## config.mk

```make
export PLATFORM = sky130hd
export DESIGN_NAME = itrgb_div
export DESIGN_NICKNAME = d
export VERILOG_FILES = /design/src/design/itrgb_pkg.sv /design/src/design/itrgb_div.sv
export SDC_FILE = /design/constraint.sdc
export NUM_CORES = 1
export LEC_CHECK = 0
export BUFFER_PORTS_ARGS = -buffer_cell sky130_fd_sc_hd__buf_2
export CAP_MARGIN = 10
export CORE_ASPECT_RATIO = 1.4
export CORE_MARGIN = 8
export CORE_UTILIZATION = 25
export CTS_CLUSTER_SIZE = 30
export DETAILED_ROUTE_END_ITERATION = 8
export GPL_TIMING_DRIVEN = 0
export HOLD_SLACK_MARGIN = 0.05
export SLEW_MARGIN = 30
export SYNTH_ARGS = -nofsm -noshare
export SYNTH_HDL_FRONTEND = slang
export SYNTH_SLANG_ARGS = --single-unit
```

## constraint.sdc

```tcl
create_clock -name clk_i -period 3.34 [get_ports clk_i]
set_input_delay 0.167 -clock clk_i [delete_from_list [all_inputs] [get_ports clk_i]]
set_output_delay 0.167 -clock clk_i [all_outputs]
set_load 0.02 [all_outputs]
```

## src/design/itrgb_pkg.sv

```systemverilog
// Package for the iteration-count to RGB palette block.
// Shared constants, register indexes, rotation codes and pipeline control type.
// No dependencies.
`default_nettype none

package itrgb_pkg;

  localparam int COUNT_WIDTH_DEF   = 16;
  localparam int FRACTION_BITS_DEF = 16;

  localparam int LIMIT_WIDTH     = 16;
  localparam int ROT_WIDTH       = 3;
  localparam int CFG_DATA_WIDTH  = 16;
  localparam int CFG_INDEX_WIDTH = 1;
  localparam int COLOR_WIDTH     = 8;

  localparam logic [LIMIT_WIDTH-1:0] LIMIT_RESET = 16'd64;
  localparam logic [ROT_WIDTH-1:0]   ROT_RESET   = 3'd0;

  localparam logic [CFG_INDEX_WIDTH-1:0] REG_ITERATION_LIMIT  = 1'b0;
  localparam logic [CFG_INDEX_WIDTH-1:0] REG_PALETTE_ROTATION = 1'b1;

  // term weight times 255
  localparam int            K_WIDTH    = 12;
  localparam logic [11:0]   KA_SCALED  = 12'd2295;
  localparam logic [11:0]   KB_SCALED  = 12'd3825;
  localparam int            TERM_WIDTH = K_WIDTH;

  localparam logic [COLOR_WIDTH-1:0] COLOR_MAX = 8'hFF;

  // channel order red/green/blue for each rotation setting
  localparam logic [ROT_WIDTH-1:0] ROT_ABC     = 3'd0;
  localparam logic [ROT_WIDTH-1:0] ROT_CAB     = 3'd1;
  localparam logic [ROT_WIDTH-1:0] ROT_BCA     = 3'd2;
  localparam logic [ROT_WIDTH-1:0] ROT_CBA     = 3'd3;
  localparam logic [ROT_WIDTH-1:0] ROT_ACB     = 3'd4;
  localparam logic [ROT_WIDTH-1:0] ROT_BAC     = 3'd5;
  localparam logic [ROT_WIDTH-1:0] ROT_CBA_ALT = 3'd6;
  localparam logic [ROT_WIDTH-1:0] ROT_ACB_ALT = 3'd7;

  typedef struct packed {
    logic valid;
    logic black;
  } stage_ctl_t;

endpackage

`default_nettype wire

```

## src/design/itrgb_div.sv

```systemverilog
// Pipelined restoring divider: t = (count << FRACTION_BITS) / limit, one bit per stage.
// Requires count < limit. Uses itrgb_pkg.
`default_nettype none

module itrgb_div #(
  parameter int COUNT_WIDTH   = itrgb_pkg::COUNT_WIDTH_DEF,
  parameter int FRACTION_BITS = itrgb_pkg::FRACTION_BITS_DEF
) (
  input  wire                       clk_i,
  input  wire                       rst_ni,
  input  wire                       en_i,
  input  itrgb_pkg::stage_ctl_t     ctl_i,
  input  wire  [COUNT_WIDTH-1:0]    count_i,
  input  wire  [COUNT_WIDTH-1:0]    limit_i,
  output itrgb_pkg::stage_ctl_t     ctl_o,
  output logic [FRACTION_BITS-1:0]  quot_o
);

  itrgb_pkg::stage_ctl_t     ctl_q   [FRACTION_BITS];
  itrgb_pkg::stage_ctl_t     ctl_in  [FRACTION_BITS];
  logic [COUNT_WIDTH-1:0]    rem_in  [FRACTION_BITS];
  logic [COUNT_WIDTH-1:0]    rem_d   [FRACTION_BITS];
  logic [COUNT_WIDTH-1:0]    rem_q   [FRACTION_BITS];
  logic [FRACTION_BITS-1:0]  quot_in [FRACTION_BITS];
  logic [FRACTION_BITS-1:0]  quot_d  [FRACTION_BITS];
  logic [FRACTION_BITS-1:0]  quot_q  [FRACTION_BITS];

  for (genvar k = 0; k < FRACTION_BITS; k++) begin : g_stage
    logic [COUNT_WIDTH:0] dbl;
    logic [COUNT_WIDTH:0] diff;
    logic                 ge;

    if (k == 0) begin : g_first
      assign ctl_in[k]  = ctl_i;
      assign rem_in[k]  = count_i;
      assign quot_in[k] = '0;
    end else begin : g_next
      assign ctl_in[k]  = ctl_q[k-1];
      assign rem_in[k]  = rem_q[k-1];
      assign quot_in[k] = quot_q[k-1];
    end

    assign dbl       = {rem_in[k], 1'b0};
    assign diff      = dbl - {1'b0, limit_i};
    assign ge        = (dbl >= {1'b0, limit_i});
    assign rem_d[k]  = ge ? diff[COUNT_WIDTH-1:0] : dbl[COUNT_WIDTH-1:0];
    assign quot_d[k] = {quot_in[k][FRACTION_BITS-2:0], ge};

    always_ff @(posedge clk_i or negedge rst_ni) begin
      if (!rst_ni) begin
        ctl_q[k] <= '0;
      end else if (en_i) begin
        ctl_q[k] <= ctl_in[k];
      end
    end

    always_ff @(posedge clk_i) begin
      if (en_i) begin
        rem_q[k]  <= rem_d[k];
        quot_q[k] <= quot_d[k];
      end
    end
  end

  assign ctl_o  = ctl_q[FRACTION_BITS-1];
  assign quot_o = quot_q[FRACTION_BITS-1];

endmodule

`default_nettype wire

```

=== Word level (Yosys, flattened, before mapping) ===
Memory sizes are Yosys's and may differ from the RTL's.
Cells that the tools add are included.

* RAM bits: 512
* Bits of input ports: 37
* Output and inout port bits: 18
* Memories: 2
* Register bits after elaboration: 32

* Order comparisons: 16
* Multiplexer cells: 18
* $add $sub $neg: 16

{| class="wikitable"
|+ Memories
! name !! words !! width !! read ports !! clocked after memory_dff !! write ports !! RTL line !! RTL
|-
| quot_q || 16 || 16 || 16 || 0 || 16 || itrgb_div.sv:26 || <nowiki>logic [FRACTION_BITS-1:0] quot_q [FRACTION_BITS];</nowiki>
|-
| rem_q || 16 || 16 || 15 || 0 || 16 || itrgb_div.sv:23 || <nowiki>logic [COUNT_WIDTH-1:0] rem_q [FRACTION_BITS];</nowiki>
|}

{| class="wikitable"
|+ Operators with widths
! kind !! count
|-
| 17-bit by 16-bit greater-or-equal comparator with 1-bit output || 16
|-
| 16-bit two-way mux || 16
|-
| 16-bit subtractor || 16
|-
| 1-bit two-way mux || 2
|}

=== Longest topological paths before layout ===
An unclocked memory read counts as a cell.

* Depth in word-level cells: 3
* Depth in mapped cells: 12

=== Worst setup path after synthesis ===
OpenSTA, ideal clock, no wires.

* Path kind: input to register
* Start: in limit_i[6]
* End: mem rem_q[0][10] (netlist bit), data pin
* Path buffers: 1
* Cell stages on the path: 11
* Slack: 0.476 ns
* Data required time: 3.078 ns
* Arrival: 2.601 ns
* Cells stage by stage: inv_1 ha_1 a21o_1 a21o_1 a21oi_1 o21ai_0 a21oi_1 o21ai_1 o21bai_2 buf_4 mux2_1

{| class="wikitable"
|+ RTL lines
! item !! RTL line !! RTL
|-
| start: declaration || itrgb_div.sv:14 || <nowiki>input wire [COUNT_WIDTH-1:0] limit_i,</nowiki>
|-
| end: declaration || itrgb_div.sv:23 ||
|}

==> impl_results.html <==
<table>
<tr><th>Metric</th><th>Value</th></tr>
<tr><th colspan="2">Status</th></tr>
<tr><td>Outcome</td><td>finished, final reports clean</td></tr>
<tr><th colspan="2">STA</th></tr>
<tr><td>Time the worst path needs with I/O delays and setup</td><td>3.17 ns</td></tr>
<tr><td>Max_slew headroom</td><td>47.9%</td></tr>
<tr><td>Worst Skew</td><td>0.0141 ns</td></tr>
<tr><td>Worst-Margin Slew</td><td>0.780 ns</td></tr>
<tr><td>Total negative slack</td><td>0 ns</td></tr>
<tr><td>Max Clock Freq</td><td>316 MHz</td></tr>
<tr><td>Number of max-slew violations in the final report</td><td>0</td></tr>
<tr><td>Final hold violations</td><td>0</td></tr>
<tr><td>RSZ-0062 raised after global routing</td><td>false</td></tr>
<tr><td>Fraction of the cycle the final worst path needs</td><td>94.9%</td></tr>
<tr><td>Number of failing setup endpoints in the final timing report</td><td>0</td></tr>
<tr><th colspan="2">Route</th></tr>
<tr><td>Drc violations</td><td>0</td></tr>
<tr><td>Total number of vias</td><td>18900</td></tr>
<tr><td>Number of DRC violations after detailed-routing iteration 0</td><td>1065</td></tr>
<tr><td>Iteration count of the initial detailed-routing pass</td><td>5</td></tr>
<tr><td>Routed length per placed instance</td><td>17.3 µm</td></tr>
<tr><td>Routed vias/inst</td><td>4.86</td></tr>
<tr><td>Antenna-violating nets left</td><td>0</td></tr>
<tr><td>WL final</td><td>67.0 mm</td></tr>
<tr><th colspan="2">Placement</th></tr>
<tr><td>Number of I/O port buffers</td><td>54</td></tr>
<tr><td>Sum of net half-perimeters after detailed placement</td><td>47.5 mm</td></tr>
<tr><td>Area after DPL</td><td>0.0288 mm²</td></tr>
<tr><td>RePlAce Congestion</td><td>0.831</td></tr>
<tr><th colspan="2">Die</th></tr>
<tr><td>Core Footprint</td><td>0.105 mm²</td></tr>
<tr><td>Die outline area</td><td>0.117 mm²</td></tr>
<tr><td>Width of the die</td><td>292 µm</td></tr>
<tr><td>Cell Rows</td><td>141</td></tr>
<tr><td>Effective utilization at floorplan</td><td>25.2%</td></tr>
<tr><td>Die Span Y</td><td>402 µm</td></tr>
<tr><td>Boundary pin count</td><td>55</td></tr>
<tr><th colspan="2">Power and ir drop</th></tr>
<tr><td>Worst IR Drop VDD</td><td>0.000405 V</td></tr>
<tr><td>Power density of the placed cells</td><td>973 mW/mm²</td></tr>
<tr><td>Static leakage</td><td>0.0119 µW</td></tr>
<tr><th colspan="2">Setup path</th></tr>
<tr><td>Largest stage delay on the critical path</td><td>0.58 ns</td></tr>
<tr><td>Master of the slowest instance on the critical path</td><td>or4b_1</td></tr>
<tr><td>Startpoint Class</td><td>flop</td></tr>
<tr><td>Bufs and invs on worst path</td><td>2</td></tr>
<tr><td>WS Path Type</td><td>flop to flop</td></tr>
<tr><td>Cell-by-cell listing of the critical path</td><td>ha_1 &gt; a21o_1 &gt; a21oi_1 &gt; nor2b_1 &gt; or4b_1 &gt; a41oi_2 &gt; o31ai_1 &gt; buf_2 &gt; buf_2 &gt; a21oi_1</td></tr>
<tr><td>Delay-heaviest family, CP</td><td>compound AO/OA/AOI/OAI gates</td></tr>
<tr><td>Required @ worst endpoint</td><td>3.70 ns</td></tr>
<tr><td>Maximum fanout count along the critical path</td><td>10</td></tr>
<tr><td>Arrival time of data at the critical path endpoint</td><td>3.53 ns</td></tr>
<tr><td>Worst Setup End Kind</td><td>flop</td></tr>
<tr><th colspan="2">Logic synthesis</th></tr>
<tr><td>Number of warning messages in the yosys log</td><td>0</td></tr>
<tr><td>Number of instances in the synthesized netlist</td><td>2346</td></tr>
<tr><td>Async SR Flop Fraction</td><td>7.84%</td></tr>
<tr><td>Register bit count reported by yosys</td><td>408</td></tr>
<tr><td>Top cells by area in the synthesized netlist</td><td>edfxtp_1, ha_1, mux2_2</td></tr>
<tr><td>Area of the mapped netlist</td><td>0.0266 mm²</td></tr>
<tr><td>Sequential area share after synthesis</td><td>45.5%</td></tr>
<tr><td>Most used flip-flop cell after synthesis</td><td>edfxtp_1</td></tr>
<tr><td>Area share of the leading cell type in the synthesized netlist</td><td>42.5%</td></tr>
<tr><td>Number of enable-type register cells in the synthesized netlist</td><td>376</td></tr>
<tr><td>Synthesized net count</td><td>2653</td></tr>
<tr><td>Post-Syn Area per Cell</td><td>11.3 µm²</td></tr>
<tr><td>Post-synth top area cell</td><td>edfxtp_1</td></tr>
<tr><td>Synth unique cells</td><td>88</td></tr>
<tr><th colspan="2">Final layout</th></tr>
<tr><td>Number of nets in the finished design</td><td>2794</td></tr>
<tr><td>Area growth syn-to-layout</td><td>15.5%</td></tr>
<tr><td>Final standard cell area without fillers</td><td>0.0307 mm²</td></tr>
<tr><td>Layout cell share with drive strength beyond 1</td><td>12.3%</td></tr>
<tr><td>Most common cell after layout, fill and taps aside</td><td>edfxtp_1</td></tr>
<tr><td>Commonest cells after routing, fill and taps aside</td><td>edfxtp_1, ha_1, a21oi_1, nor2_1, xnor2_1</td></tr>
<tr><td>Utilization of the core after routing</td><td>29.1%</td></tr>
<tr><th colspan="2">Clock network</th></tr>
<tr><td>Source-to-sink clock delay at the later pin of the worst-skew pair</td><td>0.59 ns</td></tr>
<tr><td>H-tree lvl count</td><td>2</td></tr>
<tr><td>CTS tree</td><td>built</td></tr>
<tr><td>Worst-path clk slew</td><td>0.06 ns</td></tr>
<tr><td>Maximum buffer depth of the clock tree</td><td>3</td></tr>
<tr><td>Number of sinks on the clock net</td><td>408</td></tr>
<tr><td>Clock root buffer</td><td>clkbuf_16</td></tr>
<tr><td>Clock buffer count from CTS</td><td>45</td></tr>
<tr><th colspan="2">Job</th></tr>
<tr><td>Max-capacitance violation count</td><td>0</td></tr>
<tr><th colspan="2">Global route</th></tr>
<tr><td>Number of global-route vias before repair</td><td>19000</td></tr>
<tr><td>Total GRT Usage</td><td>11.0%</td></tr>
<tr><td>Number of antenna violations at the first check in global routing</td><td>4</td></tr>
<tr><td>Global-route congestion overflow total</td><td>0</td></tr>
<tr><td>Maximum number of pins on one net before global-route repair</td><td>84</td></tr>
<tr><td>Global-route wire length before repair</td><td>103 mm</td></tr>
<tr><th colspan="2">Min path</th></tr>
<tr><td>Class of the worst hold path</td><td>primary input to flop</td></tr>
</table>
## Yosys cell counts, drive strengths merged, types with 16 or more instances
master  count
o21bai     16
clkbuf     27
a211oi     21
a31oi      23
a21o       88
nand3      27
o21a       42
buf        20
a21oi     184
nand4      34
nand2b     36
xnor2     116
ha        255
nor2      181
inv        83
edfxtp    376
o21ai     129
mux2i      17
nor3       32
o31ai      20
and2       18
dfrtp      32
nand2     111
mux2      170
nor2b      40
xor2       49
## power by group
group | internal (µW) | switching [µW]
registers | 8390 | 1070
logic | 6870 | 8170
clock network | 3250 | 2130
total | 18500 | 11400
## worst register-to-register path: stages (launching register included)
cell	delay (ns)
edfxtp_1	0.39
ha_1	0.36
a21o_1	0.18
a21oi_1	0.14
nor2b_1	0.08
or4b_1	0.58
a41oi_2	0.26
o31ai_1	0.10
buf_2	0.24
buf_2	0.25
a21oi_1	0.36
## state kept, by name, indices dropped and copies added (netlist names)
signal	cells
ctl_o	2
ctl_in	30
quot_q	136
rem_q	240
## what timing repair did
item,in CTS,in global routing
resized for setup,3,7
pin swaps,0,2
cloned,0,0
hold endpoints to repair,78,0
setup buffers,4,9
hold buffers,19,0
setup endpoints to repair,221,25
## kinds of logic (layout without fill, tap and decap cells)
logic type | after synthesis | count (layout) | synth area share, %
compound gates | 636 | 636 | 15.8
xor+xnor | 165 | 165 | 5.44
fa+ha+maj | 270 | 270 | 13.1
buf+inv | 130 | 306 | 1.96
flops | 408 | 408 | 45.5
mux | 187 | 187 | 7.85
other cells | 0 | 3 | 0
simple gates | 550 | 550 | 10.3
## final cells by class
type	count	area, µm²
Multi-Input combinational cell	1808	14000
Sequential cell	408	12100
Fill cell	10800	74800
Inverter	83	318
Antenna cell	3	7.51
Buffer	47	213
Tap cell	1358	1700
Timing Repair Buffer	94	793
Clock buffer	56	1270
Clock inverter	26	324
## through the flow
stage               power [µW]  std cells  hold WS [ns]  setup WS, ns
floorplan                20500       2346        -0.129         0.476
global placement         24100       3758         0.247         -4.45
detailed placement       24300       3766         0.249         -1.27
CTS                      29900       3871        0.0615       0.00227
global route             32000       3881         0.101       0.00771
finish                   29900       3883        0.0988         0.171
## metal layers
| metal | vias up | global-route usage (%) | part of all wire (%) |
|---|---|---|---|
| met3 | 166 | 1.71 | 3.8 |
| met1 | 9124 | 12.0 | 40 |
| met2 | 350 | 20.6 | 52 |
| met5 | - | 0 | 0.040 |
| li1 | 9209 | - | - |
| met4 | 4 | 4.93 | 4.7 |
## final timing paths
check                                from        endpoint  slack [ns]  depth (start not counted)
max in group asynchronous          rst_ni      ctl_in[11]        2.73                          2
setup reg to reg              rem_q[1][3]    rem_q[1][23]        0.17                         10
min in group asynchronous          rst_ni       ctl_in[0]        0.16                          2
hold / removal                count_i[15]    rem_q[0][13]         0.1                          4
setup / recovery              rem_q[1][3]    rem_q[1][23]        0.17                         10
hold reg to reg            quot_q[1][110]  quot_q[1][127]        0.41                          0
Power figures use the tool's default switching activity.
